--- src/rtl/core/tse_pkg.sv ---
`timescale 1ns / 1ps
`default_nettype none

package tse_pkg;

  localparam int unsigned GRID_WIDTH  = 400;
  localparam int unsigned GRID_HEIGHT = 240;
  localparam int unsigned CELL_COUNT  = GRID_WIDTH * GRID_HEIGHT;

  localparam int unsigned X_W   = $clog2(GRID_WIDTH);
  localparam int unsigned Y_W   = $clog2(GRID_HEIGHT);
  localparam int unsigned IDX_W = $clog2(CELL_COUNT);

  localparam int unsigned COLOUR_W     = 2;
  localparam int unsigned STATE_W      = 2;
  localparam int unsigned HEADING_W    = 3;
  localparam int unsigned SEL_W        = COLOUR_W + STATE_W;
  localparam int unsigned CELL_X_W     = 9;
  localparam int unsigned CELL_Y_W     = 8;

  localparam int unsigned LANE_W        = 3;
  localparam int unsigned CELLS_PER_ROW = 1 << LANE_W;
  localparam int unsigned ROW_W         = CELLS_PER_ROW * COLOUR_W;
  localparam int unsigned ROW_COUNT     = (CELL_COUNT + CELLS_PER_ROW - 1) / CELLS_PER_ROW;
  localparam int unsigned ROW_AW        = (IDX_W > LANE_W) ? (IDX_W - LANE_W) : 1;

  localparam logic [X_W-1:0] CENTRE_X = X_W'(GRID_WIDTH / 2);
  localparam logic [Y_W-1:0] CENTRE_Y = Y_W'(GRID_HEIGHT / 2);
  localparam logic [X_W-1:0] LAST_X   = X_W'(GRID_WIDTH - 1);
  localparam logic [Y_W-1:0] LAST_Y   = Y_W'(GRID_HEIGHT - 1);
  localparam logic [ROW_AW-1:0] LAST_ROW = ROW_AW'(ROW_COUNT - 1);

  localparam int unsigned COLOUR_RULE_W = 32;
  localparam int unsigned STATE_RULE_W  = 32;
  localparam int unsigned TURN_RULE_W   = 48;
  localparam int unsigned CFG_DATA_W    = 48;
  localparam int unsigned CFG_IDX_W     = 2;

  localparam logic [CFG_IDX_W-1:0] CFG_COLOUR_RULE = 2'd0;
  localparam logic [CFG_IDX_W-1:0] CFG_STATE_RULE  = 2'd1;
  localparam logic [CFG_IDX_W-1:0] CFG_TURN_RULE   = 2'd2;

  localparam logic [HEADING_W-1:0] DIR_UP         = 3'd0;
  localparam logic [HEADING_W-1:0] DIR_UP_RIGHT   = 3'd1;
  localparam logic [HEADING_W-1:0] DIR_RIGHT      = 3'd2;
  localparam logic [HEADING_W-1:0] DIR_DOWN_RIGHT = 3'd3;
  localparam logic [HEADING_W-1:0] DIR_DOWN       = 3'd4;
  localparam logic [HEADING_W-1:0] DIR_DOWN_LEFT  = 3'd5;
  localparam logic [HEADING_W-1:0] DIR_LEFT       = 3'd6;
  localparam logic [HEADING_W-1:0] DIR_UP_LEFT    = 3'd7;

  typedef struct packed {
    logic accept;
    logic clr_start;
    logic clr_wr;
    logic rd_en;
    logic step_wr;
    logic restart_wr;
  } tse_cmd_t;

  typedef struct packed {
    logic clr_last;
    logic out_free;
  } tse_sts_t;

endpackage

`default_nettype wire

--- src/rtl/core/tse_ctrl.sv ---
`timescale 1ns / 1ps
`default_nettype none

module tse_ctrl
  import tse_pkg::*;
(
  input  wire logic     clk_i,
  input  wire logic     rst_ni,
  input  wire logic     in_valid_i,
  input  wire logic     in_func_i,
  output logic          in_ready_o,
  input  wire tse_sts_t sts_i,
  output tse_cmd_t      cmd_o
);

  localparam logic [2:0] ST_CLEAR   = 3'd0;
  localparam logic [2:0] ST_IDLE    = 3'd1;
  localparam logic [2:0] ST_READ    = 3'd2;
  localparam logic [2:0] ST_MODIFY  = 3'd3;
  localparam logic [2:0] ST_RESTART = 3'd4;

  logic [2:0] state_q, state_d;
  logic       restart_q, restart_d;

  always_comb begin
    state_d    = state_q;
    restart_d  = restart_q;
    cmd_o      = '0;
    in_ready_o = 1'b0;
    unique case (state_q)
      ST_CLEAR: begin
        cmd_o.clr_wr = 1'b1;
        if (sts_i.clr_last) begin
          state_d = restart_q ? ST_RESTART : ST_IDLE;
        end
      end
      ST_IDLE: begin
        in_ready_o = 1'b1;
        if (in_valid_i) begin
          cmd_o.accept = 1'b1;
          if (in_func_i) begin
            cmd_o.clr_start = 1'b1;
            restart_d       = 1'b1;
            state_d         = ST_CLEAR;
          end else begin
            state_d = ST_READ;
          end
        end
      end
      ST_READ: begin
        cmd_o.rd_en = 1'b1;
        state_d     = ST_MODIFY;
      end
      ST_MODIFY: begin
        if (sts_i.out_free) begin
          cmd_o.step_wr = 1'b1;
          state_d       = ST_IDLE;
        end
      end
      ST_RESTART: begin
        if (sts_i.out_free) begin
          cmd_o.restart_wr = 1'b1;
          restart_d        = 1'b0;
          state_d          = ST_IDLE;
        end
      end
      default: begin
        state_d = ST_IDLE;
      end
    endcase
  end

  always_ff @(posedge clk_i or negedge rst_ni) begin
    if (!rst_ni) begin
      state_q   <= ST_CLEAR;
      restart_q <= 1'b0;
    end else begin
      state_q   <= state_d;
      restart_q <= restart_d;
    end
  end

endmodule

`default_nettype wire

--- config.mk ---
export PLATFORM = sky130hd
export DESIGN_NAME = tse_ctrl
export DESIGN_NICKNAME = d
export VERILOG_FILES = /design/src/rtl/core/tse_pkg.sv /design/src/rtl/core/tse_ctrl.sv
export SDC_FILE = /design/constraint.sdc
export NUM_CORES = 1
export LEC_CHECK = 0
export ABC_AREA = 1
export BUFFER_PORTS_ARGS = -buffer_cell sky130_fd_sc_hd__buf_2
export CORE_AREA = 2 2 39 41
export DETAILED_ROUTE_END_ITERATION = 16
export DIE_AREA = 0 0 41 43
export GPL_TIMING_DRIVEN = 1
export HOLD_SLACK_MARGIN = 0.02
export SYNTH_ARGS = -nofsm -noshare
export SYNTH_HDL_FRONTEND = slang
export SYNTH_SLANG_ARGS = --single-unit
--- constraint.sdc ---
create_clock -name clk_i -period 1.3 [get_ports clk_i]
set_input_delay 0.13 -clock clk_i [delete_from_list [all_inputs] [get_ports clk_i]]
set_output_delay 0.13 -clock clk_i [all_outputs]
set_load 0.01 [all_outputs]
== Word-level counts from Yosys, hierarchy flattened ==
Index checks and enable logic that the tools add are counted.
Storage, ports and cells
  flip-flop bits (word level): 4
  input bits: 6
  output and inout bits: 7
  logic and storage cells: 35
Operators by class
  equality and inequality tests: 9
  muxes and demuxes: 19
  reduce and logical (&&, ||, !) cells: 5
Operator list (count)
  3-bit 2-to-1 mux: 4
  3-bit case mux with 4 select lines: 1
  1-bit 2-to-1 mux: 10
  2-bit inequality test (second input constant): 4
  3-bit by 2-bit == test with 1-bit output (second input constant): 2
  2-bit 2-to-1 mux: 3
  4-bit AND reduction: 1
  3-bit by 1-bit == test with 1-bit output (second input constant): 1
  3-bit == test (second input constant): 1
  3-bit zero test: 1
  3-bit AND reduction: 1
  2-bit by 1-bit inequality test with 1-bit output (second input constant): 1
  1-bit case mux with 2 select lines: 1
  2-bit nonzero test: 1
  2-bit OR reduction: 1

== Logic depth before layout (Yosys ltp) ==
Gate-level depths: netlist of run 1.
  word-level depth: 4
  mapped depth: 8
  gate-level depth less buffers: 7

== Worst setup path before layout of run 1 ==
No wires, ideal clock.
  path kind: register to output
  from: register state_q[1]
  to: output port cmd_o[4] in the netlist's numbering
  data arrival time: 1014 ps
  data required time: 1170 ps
  slack: 156 ps
  cell stages (with the launch flop): 6
  path buffers: 0
  cell sequence: dfrtp_1 nor2_2 nand2_1 nor2_2 nand2_1 inv_1
RTL lines
  start, declared: RTL line tse_ctrl.sv:22  | logic [2:0] state_q, state_d;
  start signal, assigned: RTL line tse_ctrl.sv:78  | state_q <= state_d;
  end, declared: RTL line tse_ctrl.sv:13  | output tse_cmd_t cmd_o

==> impl_metrics.yaml, run 1 <==
floorplan:
  die_area_um2: 1760
  die_w_um: 41
  dieHeight_um: 43
  ios: 13
  coreArea_um2: 1380
  fp-row-count: 14
  start_util_pct: 21.6
global_routing:
  grt_usage_pct: 9.59
  grt_pass1_vias: 274
  grt_antenna_before_repair: 0
  overflow: 0
  grt_pass1_wl_um: 1100
  grt_max_degree: 10
power:
  power-per-cell-area_nw_per_um2: 2230
  pwr-share-comb_pct: 61.3
  irDropWorstVdd_mv: 0.890
  power_frac_clock_pct: 14.3
  switchingPower_w: 0.000459
  seq_power_share_pct: 24.4
  intPower_w: 0.000584
  sw_frac_of_total_pct: 44.0
  leakage_nw: 0.295
timing:
  post-route-period-util_pct: 100
  slew_viol_final: 0
  timing.fmax_mhz: 769
  hold_violations: 0
  setup_viol: 1
  relSlewSlack_pct: 88.1
  clock_skew_ps: 1.40
  rsz0062_at_grt: "yes"
  layout_setup_ws_ps: -0.323
  tightestPinTransition_ps: 178
  period_needed_ps: 1300
  whs_ps: 161
yosys:
  syn_area_um2: 299
  synth_top_area_share_pct: 33.5
  synth_compound_area_share_pct: 5.02
  synth_mux_area_share_pct: 0
  syn_area_per_cell_um2: 6.23
  yosys.area_share.simple_pct: 42.7
  synth-adder-area-share_pct: 0
  synth_top_area_cell: "dfrtp_1"
  ys_types: 13
  synthXorXnorAreaFrac_pct: 0
  ys_warn_count: 0
  ys_ff_latch: 4
  synth_top_family_by_area: "simple AND/OR/NAND/NOR gates"
  synth_nets: 54
  synth_area_leaders: "dfrtp_1, nand2_1, inv_1, nand3_1, nor2_2"
  syn_inst: 48
  yosysSeqAreaShare_pct: 33.5
outcome:
  violations: "setup timing"
  status: "complete, but fails checks"
layout:
  nFillCells: 161
  antennaDiodeCount: 0
  final_common_cell: "nand2_1"
  stdcell_area_um2: 467
  syn2layout_area_growth_pct: 56.1
  nets: 75
  final_layout_size_suffix_gt1_share_pct: 44.8
  layout_common_cells: "nand2_1, buf_2, inv_1"
  final-seq-area_um2: 101
  multi_input_area_um2: 158
placement:
  pre_cts_ws_ps: 132
  gp_congestion: 0.759
  placed_cell_area_um2: 383
  io_buffers: 12
  hpwl_um: 506
drt:
  vias: 342
  drcViolationCount: 0
  wirelength_um: 681
  drt_first_pass_iters: 4
  drt_iter0_markers: 8
  detail_route.wl_per_cell_um: 8.20
  postRouteAntennaNets: 0
  via_per_inst: 4.12
setup_path:
  cp_data_arrival_time_ps: 1170
  cp-end-kind: "output pin"
  crit_family: "flip-flops"
  crit_path_start: "state_q[1]"
  slowest_delay_ps: 400
  cp_data_required_time_ps: 1170
  cp_slowest_cell: "dfrtp_1"
  reg2reg_from: "state_q[1]"
  path_cells: "buf_6 -> nor3_2 -> nand2_1 -> inv_2 -> buf_6"
  crit_fanout: 4
  cp_common_cell: "buf_6"
  crit_path_start_kind: "flop"
  crit_type: "reg2out"
  crit_buf_inv: 3
clock_tree:
  cts-buffers-inserted: 3
  htree_levels: 1
  clkTransAtPathRegs_ps: 40
  clockBufferDepth: 2
  clk_latency_ps: 230
  cts.sinks: 4
  cts_tree: "yes"
  cts_root_buffer: "clkbuf_4"
job:
  maxCapViolations: 0
worst_hold_path:
  worstHoldStart: "in_func_i"
  hp-class: "in2reg"
## cell type report
type / count / area share, %
clock buffer: 3 / 4.83
multi-input combinational: 31 / 33.8
timing repair buffer: 17 / 25.7
tap: 16 / 4.29
sequential: 4 / 21.7
inverter: 12 / 9.65
## final timing paths
check | endpoint | slack (ps) | depth (start not counted)
setup / recovery | cmd_o[0] | -0.3 | 5
min in group asynchronous | state_q[2] | 230 | 2
hold reg to reg | restart_q | 560 | 2
setup reg to reg | state_q[1] | 30 | 6
hold / removal | restart_q | 160 | 3
max in group asynchronous | state_q[0] | 940 | 2
## per-layer routing
metal | wire, um | share of wire (%) | global-route usage, %
met4 | 0 | 0 | 4.00
met3 | 49 | 7.2 | 6.28
met1 | 316 | 46 | 13.4
met5 | 0 | 0 | 0
met2 | 315 | 46 | 11.3
## cell families (layout without fill, tap and decap cells)
family,Yosys count,after routing
AO/OA/AOI/OAI,3,3
flip-flops,4,4
AND/OR/NAND/NOR,28,28
buffers and inverters,13,32
## Yosys cell counts
| cell | count |
|---|---|
| buf_6 | 1 |
| nor2_1 | 1 |
| nor2_2 | 2 |
| o21ai_0 | 2 |
| nand3_1 | 7 |
| nor3_1 | 2 |
| dfrtp_1 | 4 |
| o21ai_1 | 1 |
| nand3b_1 | 1 |
| inv_2 | 1 |
| nand2_1 | 14 |
| nand2_2 | 1 |
| inv_1 | 11 |
## through the flow
| step | utilization [%] | power (W) | cells | setup TNS [ps] |
|---|---|---|---|---|
| final | 33.7 | 0.00104 | 83 | -0.323 |
| after global routing | 33.7 | 0.00115 | 83 | -318 |
| after CTS | 32.2 | 0.000981 | 83 | -31.0 |
| after detailed placement | 27.7 | 0.000739 | 77 | 0 |
| after global placement | 27.7 | 0.000743 | 77 | 0 |
| after floorplan | - | 0.000610 | 48 | 0 |
## power groups by stage
stage                     Combinational, W  Clock, W  Sequential [W]
after CTS                         0.000572  0.000158        0.000252
after floorplan                   0.000391         0        0.000218
after global routing              0.000716  0.000170        0.000264
final                             0.000638  0.000149        0.000254
after detailed placement          0.000499         0        0.000240
after global placement            0.000503         0        0.000240
## worst min-delay path, delay by kind of cell
kind                   cells  cell delay [ps]
AND/OR/NAND/NOR            1               60
AO/OA/AOI/OAI              1               70
buffers and inverters      1               90
## flip-flops by register name (all words and copies together), names as in the netlist
| register | cells |
|---|---|
| state_q | 3 |
| restart_q | 1 |
## timing repair
item                                   CTS  global route
endpoints found under the hold margin    4             0
setup endpoints to repair                3             8
gates resized for setup                  5             7
hold buffers                             1             0
pin swaps                                2             4
buffers inserted                         2             0
Power figures use the tool's default switching activity.
==> run 2, diff against run 1 <==
--- a/config.mk
+++ b/config.mk
@@ -14,2 +14,3 @@
 export HOLD_SLACK_MARGIN = 0.02
+export SETUP_SLACK_MARGIN = 0.3
 export SYNTH_ARGS = -nofsm -noshare
--- a/constraint.sdc
+++ b/constraint.sdc
@@ -3,2 +3,2 @@
 set_output_delay 0.13 -clock clk_i [all_outputs]
-set_load 0.01 [all_outputs]
+set_load 0.005 [all_outputs]
==> run 2 against run 1 <==
Net effect:
- the flow now finishes without violations
- global-route usage up 0.57 points
- sequential share of layout area up 0.48 points
- die area unchanged
- critical endpoint is now cmd_o[4]
- setup slack better by 2.4 ps
- first-iteration DRC count down 63%
- count of clock-buffer cells in the layout unchanged
- clock power about the same
- combinational power down 6.6%
==> impl_metrics.yaml, run 2 (synthesized netlist as in run 1, its figures left out) <==
placement:
  gp_congestion: 0.799
  hpwl_um: 519
  pre_cts_ws_ps: 136
  io_buffers: 12
job:
  maxCapViolations: 0
worst_hold_path:
  worstHoldStart: "in_func_i"
  hp-class: "in2reg"
  min_path_cells: 3
  worstHoldEndpoint: "restart_q"
power:
  power-per-cell-area_nw_per_um2: 2140
  total_power_w: 0.00100
  irDropWorstVdd_mv: 0.772
  leakage_nw: 0.292
outcome:
  status: "complete, no violations"
setup_path:
  r2r_cells: 7
  cp_data_required_time_ps: 1170
  crit_buf_inv: 2
  cp-end-kind: "output pin"
  crit_type: "reg2out"
  cp_data_arrival_time_ps: 1170
  cp_slowest_cell: "dfrtp_2"
  crit_family: "flip-flops"
  crit_path_start_kind: "flop"
  timing.rr.end: "state_q[0]"
  crit_fanout: 3
  slowest_delay_ps: 420
  path_cells: "nor2_4 -> nand2_2 -> nor2_4 -> nand2_2 -> inv_2 -> buf_2"
  r2r_slack_ps: 190
  reg2reg_from: "state_q[2]"
floorplan:
  dieHeight_um: 43
  coreArea_um2: 1380
  die_w_um: 41
  ios: 13
  start_util_pct: 21.6
  die_area_um2: 1760
  fp-row-count: 14
timing:
  tightestPinTransition_ps: 171
  hold_violations: 0
  layout_setup_ws_ps: 2.12
  post-route-period-util_pct: 99.8
  period_needed_ps: 1300
  relSlewSlack_pct: 88.6
  rsz0062_at_grt: "yes"
  slew_viol_final: 0
  finalSetupTns_ps: 0
  timing.fmax_mhz: 770
  clock_skew_ps: 2.05
  setup_viol: 0
  whs_ps: 162
layout:
  nets: 76
  final_layout_size_suffix_gt1_share_pct: 47.1
  layout_common_cells: "nand2_1, buf_2, inv_1"
  fin_util_pct: 33.8
  nFillCells: 150
  largest_reg_flops: 3
  syn2layout_area_growth_pct: 56.5
  top_register: "state_q"
  antennaDiodeCount: 0
  reg_top3: "state_q (3), restart_q (1)"
global_routing:
  grt_usage_pct: 10.2
  grt_pass1_vias: 301
  grt_antenna_before_repair: 0
  grt_pass1_wl_um: 1200
  overflow: 0
  grt_max_degree: 7
drt:
  postRouteAntennaNets: 0
  vias: 349
  wirelength_um: 716
  drt_first_pass_iters: 3
  via_per_inst: 4.15
  drcViolationCount: 0
  detail_route.wl_per_cell_um: 8.52
  drt_iter0_markers: 3
clock_tree:
  htree_levels: 1
  cts_tree: "yes"
  cts_root_buffer: "clkbuf_4"
  clkTransAtPathRegs_ps: 40
  cts-buffers-inserted: 3
  cts.sinks: 4
  clk_latency_ps: 230
  clockBufferDepth: 2
run 2: report_power, final:
group / internal (W) / switching (W) / total [W]
sequential: 0.000189 / 0.0000667 / 0.000256
combinational: 0.000270 / 0.000326 / 0.000596
clock: 0.000103 / 0.0000450 / 0.000148
run 2: what timing repair did:
item                                    4_1_cts  5_1_grt
endpoints found under the setup margin       11       11
hold buffers                                  1        0
gates resized for setup                       7        3
endpoints found under the hold margin         4        0
pin swaps                                     2        3
buffers inserted                              4        1
run 2: cell type report:
type                            count  area, um^2  area share (%)
Inverter                           12        45.0            9.63
Clock buffer                        3        22.5            4.81
Tap cell                           16        20.0            4.28
Timing Repair Buffer               18         104            22.2
Sequential cell                     4         104            22.2
Multi-Input combinational cell     31         173            36.9
run 2: worst reg2reg max path, stage by stage (launching register included):
cell and delay, ps:
dfrtp_2 420, nor2_4 130, buf_4 130, nand3_1 60
nand2_1 80, inv_2 50, nand3_1 80, nand2_1 50
run 2: how the worst max path moves through the flow:
stage          startpoint  endpoint  slack [ps]  depth (start not counted)
6_report       state_q[2]  cmd_o[4]           2                          6
5_1_grt        state_q[2]  cmd_o[4]         -70                          6
4_1_cts        state_q[1]  cmd_o[4]         -10                          6
3_5_place_dp   state_q[2]  cmd_o[4]         140                          6
3_3_place_gp   state_q[2]  cmd_o[4]         130                          6
2_1_floorplan  state_q[2]  cmd_o[4]         280                          5
run 2: routing by layer:
| metal | vias up | track usage (%) | share of wire [%] |
|---|---|---|---|
| li1 | 187 | - | - |
| met1 | 154 | 14.6 | 47 |
| met2 | 8 | 12.8 | 48 |
| met3 | 0 | 6.28 | 4.5 |
| met4 | 0 | 2.00 | 0 |
| met5 | - | 0 | 0 |
run 2: per-stage QoR:
step	std cells	instance area [um^2]
after floorplan	48	304
after global placement	75	373
after detailed placement	75	373
after CTS	83	453
after global routing	84	468
final	84	468
==> run 3, diff against run 2 <==
- RECOVER_POWER: default -> 25
==> run 3 against run 2 <==
Net effect:
- clock power about the same
- final area shrank 0.27%
- count of clock-buffer cells in the layout did not move
- critical path depth is the same
- final cell count stayed put
- total power hardly changed
- wire length decreased by 0.14%
- sequential share of layout area is 0.059 points higher
- non-clock buffer count is the same
- via count unchanged
==> impl_metrics.yaml, run 3 (synthesized netlist as in run 1, its figures left out) <==
layout:
  nets: 76
  largest_reg_flops: 3
  nFillCells: 150
  reg_top3: "state_q (3), restart_q (1)"
  final_common_cell: "nand2_1"
  final_layout_size_suffix_gt1_share_pct: 45.6
  layout_common_cells: "nand2_1, buf_2, inv_1"
  antennaDiodeCount: 0
  top_register: "state_q"
  fin_util_pct: 33.7
  syn2layout_area_growth_pct: 56.1
drt:
  wirelength_um: 715
  drt_iter0_markers: 3
  vias: 349
  drt_first_pass_iters: 3
  via_per_inst: 4.15
  detail_route.wl_per_cell_um: 8.51
  drcViolationCount: 0
  postRouteAntennaNets: 0
timing:
  slew_viol_final: 0
  period_needed_ps: 1300
  whs_ps: 162
  tightestPinTransition_ps: 198
  rsz0062_at_grt: "yes"
  relSlewSlack_pct: 86.8
  post-route-period-util_pct: 99.8
  timing.fmax_mhz: 771
  clock_skew_ps: 2.06
  hold_violations: 0
  setup_viol: 0
worst_hold_path:
  worstHoldStart: "in_func_i"
  hp-class: "in2reg"
  worstHoldEndpoint: "restart_q"
  min_path_cells: 3
setup_path:
  cp_data_required_time_ps: 1170
  crit_buf_inv: 2
  slowest_delay_ps: 420
  reg2reg_from: "state_q[2]"
  cp_data_arrival_time_ps: 1170
  cp-end-kind: "output pin"
  r2r_cells: 7
  crit_type: "reg2out"
  crit_fanout: 3
  timing.rr.end: "state_q[0]"
  crit_family: "flip-flops"
  path_cells: "nor2_4 -> nand2_2 -> nor2_4 -> nand2_2 -> inv_2 -> buf_2"
  crit_path_start_kind: "flop"
  crit_path_start: "state_q[2]"
  cp_slowest_cell: "dfrtp_2"
  r2r_slack_ps: 190
clock_tree:
  cts.sinks: 4
  clockBufferDepth: 2
  clkTransAtPathRegs_ps: 40
  cts_tree: "yes"
  cts_root_buffer: "clkbuf_4"
  clk_latency_ps: 230
  htree_levels: 1
  cts-buffers-inserted: 3
global_routing:
  overflow: 0
  grt_pass1_wl_um: 1200
  met2_usage_pct: 12.8
  grt_antenna_before_repair: 0
  grt_max_degree: 7
  use_met3_pct: 6.28
  grt_pass1_vias: 301
  use_met1_pct: 14.6
  grt_usage_pct: 10.2
  grt-busiest-layer: "met1"
power:
  irDropWorstVdd_mv: 0.772
  leakage_nw: 0.289
  total_power_w: 0.000999
  power-per-cell-area_nw_per_um2: 2140
floorplan:
  coreArea_um2: 1380
  dieHeight_um: 43
  die_area_um2: 1760
  fp-row-count: 14
  start_util_pct: 21.6
  ios: 13
  die_w_um: 41
job:
  maxCapViolations: 0
placement:
  gp_congestion: 0.799
  hpwl_um: 519
  io_buffers: 12
outcome:
  status: "complete, no violations"
[run 3: final cells by class]
cell class	count	area [um^2]	share of cell area [%]
well taps	16	20.0	4.29
multi-input cells	31	173	37.0
flip-flops and latches	4	104	22.3
clock buffers	3	22.5	4.83
repair buffers	18	103	22.0
inverters	12	45.0	9.65
[run 3: worst min-delay path: cells and delay by family]
family,cells,cell delay (ps)
simple gates,1,50
compound gates,1,70
buf+inv,1,100
[run 3: how the worst max path moves through the flow]
stage	end	slack, ps	cells past startpoint
global placement	cmd_o[4]	130	6
detailed placement	cmd_o[4]	140	6
finish	cmd_o[4]	2	6
global route	cmd_o[4]	-70	6
floorplan	cmd_o[4]	280	5
CTS	cmd_o[4]	-10	6
[run 3: layer usage]
metal  part of all wire, %  vias up
met4                     0        0
li1                      -      187
met1                    47      154
met2                    48        8
met5                     0        -
met3                   4.5        0
[run 3: per-stage QoR]
step / area [um^2] / TNS (ps) / worst slack, ps / cells
after floorplan: 304 / 0 / 280 / 48
after global placement: 373 / 0 / 132 / 75
after detailed placement: 373 / 0 / 136 / 75
after CTS: 453 / -12.3 / -12.3 / 83
after global routing: 467 / -164 / -70.9 / 84
final: 467 / 0 / 2.17 / 84
[run 3: where the power goes]
| part | switching, W | internal, W | total (W) |
|---|---|---|---|
| registers | 0.0000667 | 0.000189 | 0.000256 |
| clock network | 0.0000449 | 0.000103 | 0.000148 |
| logic | 0.000326 | 0.000269 | 0.000596 |
[run 3: timing repair]
action / 4_1_cts / 5_1_grt
pin swaps: 2 / 3
hold buffers: 1 / 0
setup buffers: 4 / 1
cloned: 0 / 0
hold endpoints to repair: 4 / 0
endpoints found under the setup margin: 11 / 11
gates resized for setup: 7 / 3
